$ cat config.mk
export PLATFORM = sky130hd
export DESIGN_NAME = softmax_vector_unit_flat
export DESIGN_NICKNAME = d
export VERILOG_FILES = /design/src/rtl/smx_pkg.sv /design/src/rtl/smx_req_if.sv /design/src/rtl/smx_rsp_if.sv /design/src/rtl/softmax_vector_unit.sv /design/src/rtl/smx_ram.sv /design/src/rtl/smx_exp.sv /design/src/rtl/smx_div.sv /design/src/flat_wrapper.sv
export SDC_FILE = /design/constraint.sdc
export NUM_CORES = 2
export LEC_CHECK = 0
export BUFFER_PORTS_ARGS = -buffer_cell sky130_fd_sc_hd__buf_4
export CAP_MARGIN = 40
export CORE_UTILIZATION = 50
export CTS_CLUSTER_SIZE = 25
export DETAILED_ROUTE_END_ITERATION = 10
export PLACE_DENSITY = 0.65
export SYNTH_ARGS = -nofsm -noshare
export SYNTH_HDL_FRONTEND = slang
export SYNTH_HIERARCHICAL = 1
export SYNTH_SLANG_ARGS = --single-unit
$ cat constraint.sdc
create_clock -name clock -period 10.55 [get_ports clock]
set_clock_uncertainty 0.2 [all_clocks]
set_input_delay 0.5275 -clock clock [delete_from_list [all_inputs] [get_ports clock]]
set_output_delay 0.5275 -clock clock [all_outputs]
set_load 0.1 [all_outputs]
$ cat src/rtl/smx_pkg.sv
`timescale 1ns / 1ps
// ----------------------------------------------------------------------------
// smx_pkg
// Shared constants and the exp step table for the softmax vector unit.
// ----------------------------------------------------------------------------
package smx_pkg;

   localparam int MAX_LEN_DEF = 64;
   localparam int LOGIT_W     = 16;
   localparam int PROB_W      = 16;
   localparam int E_W         = 17;
   localparam int SUM_W       = 23;
   localparam int EXP_BITS    = 13;
   localparam int EXP_IDX_W   = 4;

   localparam logic [31:0] EXP_STEP = 32'd4278222805;

   function automatic logic [31:0] exp_base(input int j);
      logic [63:0] b;
      b = {32'd0, EXP_STEP};
      for (int k = 0; k < j; k++) begin
         b = (b * b + 64'd2147483648) >> 32;
      end
      return b[31:0];
   endfunction

   localparam logic [31:0] EXP_BASE [EXP_BITS] = '{
      exp_base(0), exp_base(1), exp_base(2), exp_base(3), exp_base(4),
      exp_base(5), exp_base(6), exp_base(7), exp_base(8), exp_base(9),
      exp_base(10), exp_base(11), exp_base(12)
   };

endpackage

$ cat src/rtl/smx_req_if.sv
`timescale 1ns / 1ps
// ----------------------------------------------------------------------------
// smx_req_if
// Logit item channel: valid/ready with logit and last flag.
// ----------------------------------------------------------------------------
interface smx_req_if;
   logic                              valid;
   logic                              ready;
   logic signed [smx_pkg::LOGIT_W-1:0] logit;
   logic                              last;

   modport source (output valid, output logit, output last, input ready);
   modport sink   (input valid, input logit, input last, output ready);
endinterface

$ cat src/rtl/smx_rsp_if.sv
`timescale 1ns / 1ps
// ----------------------------------------------------------------------------
// smx_rsp_if
// Probability item channel: valid/ready with probability and final flag.
// ----------------------------------------------------------------------------
interface smx_rsp_if;
   logic                       valid;
   logic                       ready;
   logic [smx_pkg::PROB_W-1:0] probability;
   logic                       final_res;

   modport source (output valid, output probability, output final_res, input ready);
   modport sink   (input valid, input probability, input final_res, output ready);
endinterface

$ cat src/rtl/softmax_vector_unit.sv
`timescale 1ns / 1ps
// Loading: one logit item per cycle, ready held high while a vector is taken in.
// After the last item: per stored element, a sum pass of store read, exp start and
// exp wait, then an output pass of read, exp, divide and the output handshake; the
// single shared exp unit (13 multiply steps) serves both passes, the 17-step divider the output pass.
// Reset: synchronous, clears count, running maximum, sum and sequencer; the
// logit store keeps its contents.
// ----------------------------------------------------------------------------
// softmax_vector_unit
// Stable softmax over a vector of Q8.8 logits, sequenced over a shared exp unit.
// ----------------------------------------------------------------------------
module softmax_vector_unit #(
   parameter int MAX_LEN = smx_pkg::MAX_LEN_DEF
) (
   input  logic      clock,
   input  logic      reset,
   smx_req_if.sink   req_if,
   smx_rsp_if.source rsp_if
);

   localparam int CNT_W  = $clog2(MAX_LEN + 1);
   localparam int ADDR_W = $clog2(MAX_LEN);

   localparam logic [3:0] ST_LOAD   = 4'd0;
   localparam logic [3:0] ST_S_RD   = 4'd1;
   localparam logic [3:0] ST_S_GO   = 4'd2;
   localparam logic [3:0] ST_S_EXP  = 4'd3;
   localparam logic [3:0] ST_P_RD   = 4'd4;
   localparam logic [3:0] ST_P_GO   = 4'd5;
   localparam logic [3:0] ST_P_EXP  = 4'd6;
   localparam logic [3:0] ST_P_DIV  = 4'd7;
   localparam logic [3:0] ST_OUT    = 4'd8;

   logic [3:0]                         state_ff, state_in;
   logic [CNT_W-1:0]                   count_ff, count_in;
   logic [CNT_W-1:0]                   idx_ff, idx_in;
   logic signed [smx_pkg::LOGIT_W-1:0] max_ff, max_in;
   logic [smx_pkg::SUM_W-1:0]          sum_ff, sum_in;
   logic [smx_pkg::PROB_W-1:0]         prob_ff, prob_in;
   logic                               fin_ff, fin_in;

   logic                               accept, store, is_end, div_start;
   logic [smx_pkg::LOGIT_W-1:0]        rd_data;
   logic signed [smx_pkg::LOGIT_W:0]   diff;
   logic                               exp_start, exp_done, div_done;
   logic [smx_pkg::E_W-1:0]            exp_e;
   logic [smx_pkg::PROB_W-1:0]         div_q;

   assign req_if.ready = (state_ff == ST_LOAD);
   assign accept       = req_if.valid && req_if.ready;
   assign store        = accept && (count_ff < CNT_W'(MAX_LEN));
   assign is_end       = (idx_ff == count_ff - 1'b1);

   smx_ram #(.WIDTH(smx_pkg::LOGIT_W), .DEPTH(MAX_LEN)) u_store (
      .clock   (clock),
      .wr_en   (store),
      .wr_addr (count_ff[ADDR_W-1:0]),
      .wr_data (req_if.logit),
      .rd_addr (idx_ff[ADDR_W-1:0]),
      .rd_data (rd_data)
   );

   assign diff      = {max_ff[smx_pkg::LOGIT_W-1], max_ff}
                    - {rd_data[smx_pkg::LOGIT_W-1], rd_data};
   assign exp_start = (state_ff == ST_S_GO) || (state_ff == ST_P_GO);

   smx_exp u_exp (
      .clock (clock),
      .reset (reset),
      .start (exp_start),
      .n     (diff[smx_pkg::EXP_BITS-1:0]),
      .big   (diff[smx_pkg::LOGIT_W:smx_pkg::EXP_BITS] != '0),
      .done  (exp_done),
      .e     (exp_e)
   );

   assign div_start = (state_ff == ST_P_EXP) && exp_done;

   smx_div u_div (
      .clock (clock),
      .reset (reset),
      .start (div_start),
      .num_e (exp_e),
      .den   (sum_ff),
      .done  (div_done),
      .quo   (div_q)
   );

   always_comb begin
      state_in = state_ff;
      count_in = count_ff;
      idx_in   = idx_ff;
      max_in   = max_ff;
      sum_in   = sum_ff;
      prob_in  = prob_ff;
      fin_in   = fin_ff;
      case (state_ff)
         ST_LOAD: begin
            if (store) begin
               count_in = count_ff + 1'b1;
               if (req_if.logit > max_ff) begin
                  max_in = req_if.logit;
               end
            end
            if (accept && req_if.last) begin
               idx_in   = '0;
               sum_in   = '0;
               state_in = ST_S_RD;
            end
         end
         ST_S_RD:  state_in = ST_S_GO;
         ST_S_GO:  state_in = ST_S_EXP;
         ST_S_EXP: begin
            if (exp_done) begin
               sum_in = sum_ff + smx_pkg::SUM_W'(exp_e);
               if (is_end) begin
                  idx_in   = '0;
                  state_in = ST_P_RD;
               end else begin
                  idx_in   = idx_ff + 1'b1;
                  state_in = ST_S_RD;
               end
            end
         end
         ST_P_RD:  state_in = ST_P_GO;
         ST_P_GO:  state_in = ST_P_EXP;
         ST_P_EXP: begin
            if (exp_done) begin
               state_in = ST_P_DIV;
            end
         end
         ST_P_DIV: begin
            if (div_done) begin
               prob_in  = div_q;
               fin_in   = is_end;
               state_in = ST_OUT;
            end
         end
         ST_OUT: begin
            if (rsp_if.ready) begin
               if (fin_ff) begin
                  count_in = '0;
                  max_in   = {1'b1, {(smx_pkg::LOGIT_W-1){1'b0}}};
                  sum_in   = '0;
                  state_in = ST_LOAD;
               end else begin
                  idx_in   = idx_ff + 1'b1;
                  state_in = ST_P_RD;
               end
            end
         end
         default: state_in = ST_LOAD;
      endcase
   end

   always_ff @(posedge clock) begin
      if (reset) begin
         state_ff <= ST_LOAD;
         count_ff <= '0;
         idx_ff   <= '0;
         max_ff   <= {1'b1, {(smx_pkg::LOGIT_W-1){1'b0}}};
         sum_ff   <= '0;
      end else begin
         state_ff <= state_in;
         count_ff <= count_in;
         idx_ff   <= idx_in;
         max_ff   <= max_in;
         sum_ff   <= sum_in;
      end
      prob_ff <= prob_in;
      fin_ff  <= fin_in;
   end

   assign rsp_if.valid       = (state_ff == ST_OUT);
   assign rsp_if.probability = prob_ff;
   assign rsp_if.final_res   = fin_ff;

endmodule

$ cat src/rtl/smx_ram.sv
`timescale 1ns / 1ps
// ----------------------------------------------------------------------------
// smx_ram
// Generic single write, single read RAM with registered read data.
// ----------------------------------------------------------------------------
module smx_ram #(
   parameter int WIDTH = 16,
   parameter int DEPTH = 64
) (
   input  logic                     clock,
   input  logic                     wr_en,
   input  logic [$clog2(DEPTH)-1:0] wr_addr,
   input  logic [WIDTH-1:0]         wr_data,
   input  logic [$clog2(DEPTH)-1:0] rd_addr,
   output logic [WIDTH-1:0]         rd_data
);

   logic [WIDTH-1:0] mem_ff [DEPTH];
   logic [WIDTH-1:0] rd_data_ff;

   always_ff @(posedge clock) begin
      if (wr_en) begin
         mem_ff[wr_addr] <= wr_data;
      end
      rd_data_ff <= mem_ff[rd_addr];
   end

   assign rd_data = rd_data_ff;

endmodule

$ cat src/rtl/smx_exp.sv
`timescale 1ns / 1ps
// ----------------------------------------------------------------------------
// smx_exp
// Iterative exp(-n/256): one table step per bit of n, multiplying in the entry for each set bit, Q1.16 result.
// ----------------------------------------------------------------------------
module smx_exp (
   input  logic                             clock,
   input  logic                             reset,
   input  logic                             start,
   input  logic [smx_pkg::EXP_BITS-1:0]     n,
   input  logic                             big,
   output logic                             done,
   output logic [smx_pkg::E_W-1:0]          e
);

   logic                             run_ff, run_in;
   logic [smx_pkg::EXP_IDX_W-1:0]    j_ff, j_in;
   logic [31:0]                      r_ff, r_in;
   logic                             one_ff, one_in;
   logic [smx_pkg::EXP_BITS-1:0]     n_ff, n_in;
   logic                             zero_ff, zero_in;
   logic                             done_ff, done_in;
   logic [smx_pkg::E_W-1:0]          e_ff, e_in;
   logic [31:0]                      base;
   logic [63:0]                      prod;
   logic [32:0]                      rnd;

   assign base = smx_pkg::EXP_BASE[j_ff];
   assign prod = {32'd0, r_ff} * {32'd0, base} + 64'h0000_0000_8000_0000;

   always_comb begin
      run_in  = run_ff;
      j_in    = j_ff;
      r_in    = r_ff;
      one_in  = one_ff;
      n_in    = n_ff;
      zero_in = zero_ff;
      done_in = 1'b0;
      e_in    = e_ff;
      rnd     = '0;
      if (start) begin
         run_in  = 1'b1;
         j_in    = '0;
         r_in    = '0;
         one_in  = 1'b1;
         n_in    = n;
         zero_in = big;
      end else if (run_ff) begin
         if (n_ff[j_ff]) begin
            if (one_ff) begin
               r_in   = base;
               one_in = 1'b0;
            end else begin
               r_in = prod[63:32];
            end
         end
         j_in = j_ff + 1'b1;
         if (j_ff == smx_pkg::EXP_IDX_W'(smx_pkg::EXP_BITS - 1)) begin
            run_in  = 1'b0;
            done_in = 1'b1;
            rnd     = {1'b0, r_in} + 33'd32768;
            if (zero_ff) begin
               e_in = '0;
            end else if (one_in) begin
               e_in = smx_pkg::E_W'(65536);
            end else begin
               e_in = rnd[32:16];
            end
         end
      end
   end

   always_ff @(posedge clock) begin
      if (reset) begin
         run_ff  <= 1'b0;
         done_ff <= 1'b0;
      end else begin
         run_ff  <= run_in;
         done_ff <= done_in;
      end
      j_ff    <= j_in;
      r_ff    <= r_in;
      one_ff  <= one_in;
      n_ff    <= n_in;
      zero_ff <= zero_in;
      e_ff    <= e_in;
   end

   assign done = done_ff;
   assign e    = e_ff;

endmodule

$ cat src/rtl/smx_div.sv
`timescale 1ns / 1ps
// ----------------------------------------------------------------------------
// smx_div
// Restoring divider: rounded (e * 65536) / sum, one quotient bit per cycle.
// ----------------------------------------------------------------------------
module smx_div (
   input  logic                         clock,
   input  logic                         reset,
   input  logic                         start,
   input  logic [smx_pkg::E_W-1:0]      num_e,
   input  logic [smx_pkg::SUM_W-1:0]    den,
   output logic                         done,
   output logic [smx_pkg::PROB_W-1:0]   quo
);

   localparam int REM_W = 33;
   localparam int D_W   = smx_pkg::SUM_W + 16;

   logic                       run_ff, run_in;
   logic [4:0]                 k_ff, k_in;
   logic [REM_W-1:0]           rem_ff, rem_in;
   logic [D_W-1:0]             d_ff, d_in;
   logic [16:0]                q_ff, q_in;
   logic                       zero_ff, zero_in;
   logic                       done_ff, done_in;
   logic [smx_pkg::PROB_W-1:0] quo_ff, quo_in;
   logic [D_W-1:0]             rem_ext, diff;
   logic                       ge;

   assign rem_ext = {{(D_W-REM_W){1'b0}}, rem_ff};
   assign ge      = rem_ext >= d_ff;
   assign diff    = rem_ext - d_ff;

   always_comb begin
      run_in  = run_ff;
      k_in    = k_ff;
      rem_in  = rem_ff;
      d_in    = d_ff;
      q_in    = q_ff;
      zero_in = zero_ff;
      done_in = 1'b0;
      quo_in  = quo_ff;
      if (start) begin
         run_in  = 1'b1;
         k_in    = '0;
         rem_in  = {num_e, 16'd0} + REM_W'(den >> 1);
         d_in    = {den, 16'd0};
         q_in    = '0;
         zero_in = (den == '0);
      end else if (run_ff) begin
         if (ge) begin
            rem_in = diff[REM_W-1:0];
         end
         q_in = {q_ff[15:0], ge};
         d_in = d_ff >> 1;
         k_in = k_ff + 1'b1;
         if (k_ff == 5'd16) begin
            run_in  = 1'b0;
            done_in = 1'b1;
            if (zero_ff) begin
               quo_in = '0;
            end else if (q_in[16]) begin
               quo_in = '1;
            end else begin
               quo_in = q_in[15:0];
            end
         end
      end
   end

   always_ff @(posedge clock) begin
      if (reset) begin
         run_ff  <= 1'b0;
         done_ff <= 1'b0;
      end else begin
         run_ff  <= run_in;
         done_ff <= done_in;
      end
      k_ff    <= k_in;
      rem_ff  <= rem_in;
      d_ff    <= d_in;
      q_ff    <= q_in;
      zero_ff <= zero_in;
      quo_ff  <= quo_in;
   end

   assign done = done_ff;
   assign quo  = quo_ff;

endmodule

$ cat src/flat_wrapper.sv
// flat-port wrapper written by rule: the top's interface ports become plain ports
module softmax_vector_unit_flat 
#(
   parameter int MAX_LEN = smx_pkg::MAX_LEN_DEF
)
  (clock, reset, req_if_valid, req_if_logit, req_if_last, req_if_ready, rsp_if_valid, rsp_if_probability, rsp_if_final_res, rsp_if_ready);
  smx_req_if req_if_i ();
  smx_rsp_if rsp_if_i ();
  input  logic clock;
  input  logic reset;
  input wire logic [$bits(req_if_i.valid)-1:0] req_if_valid;
  input wire logic [$bits(req_if_i.logit)-1:0] req_if_logit;
  input wire logic [$bits(req_if_i.last)-1:0] req_if_last;
  output wire logic [$bits(req_if_i.ready)-1:0] req_if_ready;
  output wire logic [$bits(rsp_if_i.valid)-1:0] rsp_if_valid;
  output wire logic [$bits(rsp_if_i.probability)-1:0] rsp_if_probability;
  output wire logic [$bits(rsp_if_i.final_res)-1:0] rsp_if_final_res;
  input wire logic [$bits(rsp_if_i.ready)-1:0] rsp_if_ready;
  assign req_if_i.valid = req_if_valid;
  assign req_if_i.logit = req_if_logit;
  assign req_if_i.last = req_if_last;
  assign req_if_ready = req_if_i.ready;
  assign rsp_if_valid = rsp_if_i.valid;
  assign rsp_if_probability = rsp_if_i.probability;
  assign rsp_if_final_res = rsp_if_i.final_res;
  assign rsp_if_i.ready = rsp_if_ready;
  softmax_vector_unit #(.MAX_LEN(MAX_LEN)) u_core (.clock(clock), .reset(reset), .req_if(req_if_i), .rsp_if(rsp_if_i));
endmodule
==> out/qor.yml <==
run:
  drv_cap: 0
sta:
  maxClockFrequency_mhz: 97.3
  maxSlewViolCount: 0
  finalCritPeriodShare_pct: 97.4
  relSlewSlack_pct: 31.7
  period_minus_slack_ps: 10270
  hold_violations: 0
  setup_viol: 0
  worstMarginPinSlew_ps: 1020
clocking:
  cts_made_buffers: 130
  clock_path_buffers: 3
  htreeDepth: 4
  root_buffer: "clkbuf_16"
  cts_sinks: 1296
  clk_pin_slew_ps: 60
  cts_tree: "built"
  clock_latency_ps: 780
route:
  first_iter_violations: 5862
  wire_per_inst_um: 25.2
  drt-vias-per-instance: 5.92
  drc: 0
  num_vias: 60000
  wl_um: 256000
  firstDrtPassIters: 6
  drt.antenna.violating_nets: 0
setup_path:
  crit_fanout: 16
  reg2reg_setup_slack_ps: 280
  ff2ff_path_depth: 29
  crit_cells: 29
  critical_path.slowest_cell: "or4_4"
  critPathTopFamily: "adder cells"
  worst_setup_path_end_kind: "register"
  max_stage_delay_ps: 570
  startpoint_type: "register"
  arrival_ps: 10550
  path_common_cell: "fa_1"
  critPathKind: "register to register"
  cp_num_buf_inv: 4
  crit_required_ps: 10830
logic_synthesis:
  synthDistinctLibCells: 117
  synth_fa_ha_area_share_pct: 25.3
  synth_ff_type: "edfxtp_1"
  ys_seq_elements: 1296
  synthCells: 7540
  synth_edf_count: 1145
  synth_xor_area_share_pct: 1.12
  synth.area.mux_share_pct: 7.66
  ys_seq_area_share_pct: 41.3
  synth_top_family_by_area: "adder cells"
  synth_warnings: 6
  synth-compound-area-share_pct: 6.26
  synth.avg_cell_area_um2: 12.0
  synthSimpleGateAreaFrac_pct: 12.0
  syn_nets: 8854
  synthArstFlopShare_pct: 0
  synthesis.area_um2: 90700
placed_design:
  hpwl_um: 186000
  port_buffers: 39
  gp_congestion: 1.01
  dpl_cell_area_um2: 95100
outcome:
  status: "finished, final reports clean"
final_layout:
  utilization_pct: 55.7
  final_nets: 8972
  design_area_um2: 99700
  drive_above_1_share_pct: 12.4
  area_delta_synth_final_pct: 10.0
  nFillCells: 14900
die:
  coreArea_um2: 179000
  io_pins: 40
  start_util_pct: 50.6
  die_w_um: 428
  rows: 155
  die_y_um: 428
  die_area_um2: 183000
global_route:
  grt_pass1_wl_um: 388000
  overflow: 0
  grt_pass1_vias: 61700
  antenna_found_initial: 8
  grt_max_degree: 113
  grt_use_total_pct: 28.1
hold_path:
  hold_depth: 1
  hold_path.class: "input port to register"
[worst paths after layout]
path,from,endpoint
max,u_core/u_exp/j_ff[0],u_core/u_exp/e[14]
min,req_if_logit[12],u_core/u_store/mem_ff[26][12]
max reg2reg,u_core/u_exp/j_ff[0],u_core/u_exp/e[14]
min reg2reg,u_core/u_div/quo[8],u_core/rsp_if.probability[8]
[layout make-up]
cell class | count | area [um2] | area share (%)
diodes | 7 | 17.5 | 0.0176
clock buffers | 166 | 3490 | 3.50
clock inverters | 72 | 800 | 0.802
inverters | 1033 | 3880 | 3.89
multi-input cells | 4797 | 47700 | 47.9
flip-flops and latches | 1296 | 37400 | 37.5
well taps | 2355 | 2950 | 2.95
repair buffers | 400 | 3440 | 3.45
[layer usage]
| layer | wire, um | track usage, % | share of wire, % | vias up |
|---|---|---|---|---|
| li1 | - | - | - | 25900 |
| met1 | 106000 | 38.9 | 41 | 31000 |
| met2 | 119000 | 44.5 | 47 | 2555 |
| met3 | 19900 | 4.34 | 7.8 | 520 |
| met4 | 10900 | 11.7 | 4.3 | 8 |
| met5 | 57 | 0 | 0.022 | - |
[cell families (layout without fill, tap and decap cells)]
kind of cell,after synthesis,count (layout)
and+or+nand+nor,2132,2132
buffers and inverters,1448,1671
DFF,1296,1296
adders and majority gates,1293,1293
AOI/OAI and AO/OA,849,850
muxes,406,406
xor gates and xnor gates,116,116
other,0,7
[cells in the final DEF (no fill, tap or decap), drive strengths merged, types with 13 or more instances in the layout]
master	netlist	routed
xor2	49	49
and4	22	22
a221oi	28	28
nor4	28	28
mux2	31	31
nand4	65	65
a21o	50	50
ha	393	393
and3	15	15
fa	900	900
nand3	92	92
a311oi	15	15
nor2b	77	77
and2	639	639
o31ai	22	23
clkinv	2	51
edfxtp	1145	1145
clkbuf	310	167
mux4	226	226
buf	105	389
o21ai	183	183
o2111ai	24	24
mux2i	149	149
nor3	62	62
a21oi	232	232
a211oi	33	33
o21a	30	30
nand2	665	665
o211ai	32	32
a22oi	49	49
inv	1031	1039
nor2	344	344
or2	25	25
nand2b	28	28
xnor2	67	67
or3	23	23
a31oi	27	27
a22o	13	13
o21bai	19	19
dfxtp	151	151
[stage by stage]
stage          std cells  worst slack [ps]  hold WS, ps  setup TNS [ps]
2_1_floorplan       7540               327          200               0
3_3_place_gp        9835               156          203               0
3_5_place_dp        9858               108          205               0
4_1_cts            10100              46.2        0.100               0
5_1_grt            10100             -8.93         34.3           -8.93
6_report           10100               277         15.5               0
[synthesized netlist by cell type (15+ instances only)]
master     count  area share (%)
or3_1         20            0.14
a31oi_1       26            0.18
xor2_1        49            0.47
or2_2         24            0.17
o2111ai_1     23            0.22
dfxtp_1      151             3.3
buf_2         44            0.24
nor2_1       342             1.4
clkbuf_1     306             1.3
buf_4         16            0.13
edfxtp_1    1145              38
a221oi_1      28            0.27
a22oi_1       49            0.41
xnor2_1       67            0.65
nor4_1        24            0.17
o21a_1        29            0.24
a211oi_1      31            0.26
a21o_1        48            0.40
o21bai_1      18            0.15
buf_1         19           0.079
nor3_1        61            0.34
o31ai_1       22            0.18
and4_1        22            0.21
inv_1       1029             4.3
nand3_1       92            0.51
ha_1         393             5.4
o211ai_1      32            0.26
buf_6         18            0.22
nand2_1      660             2.7
o21ai_1       17           0.094
mux4_2       222             5.5
fa_1         900              20
nor2b_1       77            0.53
o21ai_0      164            0.91
nand2b_1      28            0.19
and3_1        15            0.10
nand4_1       64            0.44
mux2_2        31            0.39
mux2i_1      149             1.6
a21oi_1      231             1.3
and2_1       637             4.4
[state kept, by name (all words and copies together), names as in the netlist, 17 cells and up]
signal,cells
u_core/u_store/mem_ff,1024
u_core/sum_ff,23
u_core/u_div/rem_ff,33
u_core/u_div/d_ff,39
u_core/u_exp/e,17
u_core/u_exp/r_ff,32
[what timing repair did]
action	in CTS	in global routing
hold buffers	10	0
setup buffers	0	9
setup endpoints to repair	0	10
endpoints found under the hold margin	89	0
gates resized for setup	0	23
Power is left out: the tool's default activity adds up to more than one toggle a clock period on the data nets, which glitch-free logic cannot reach.
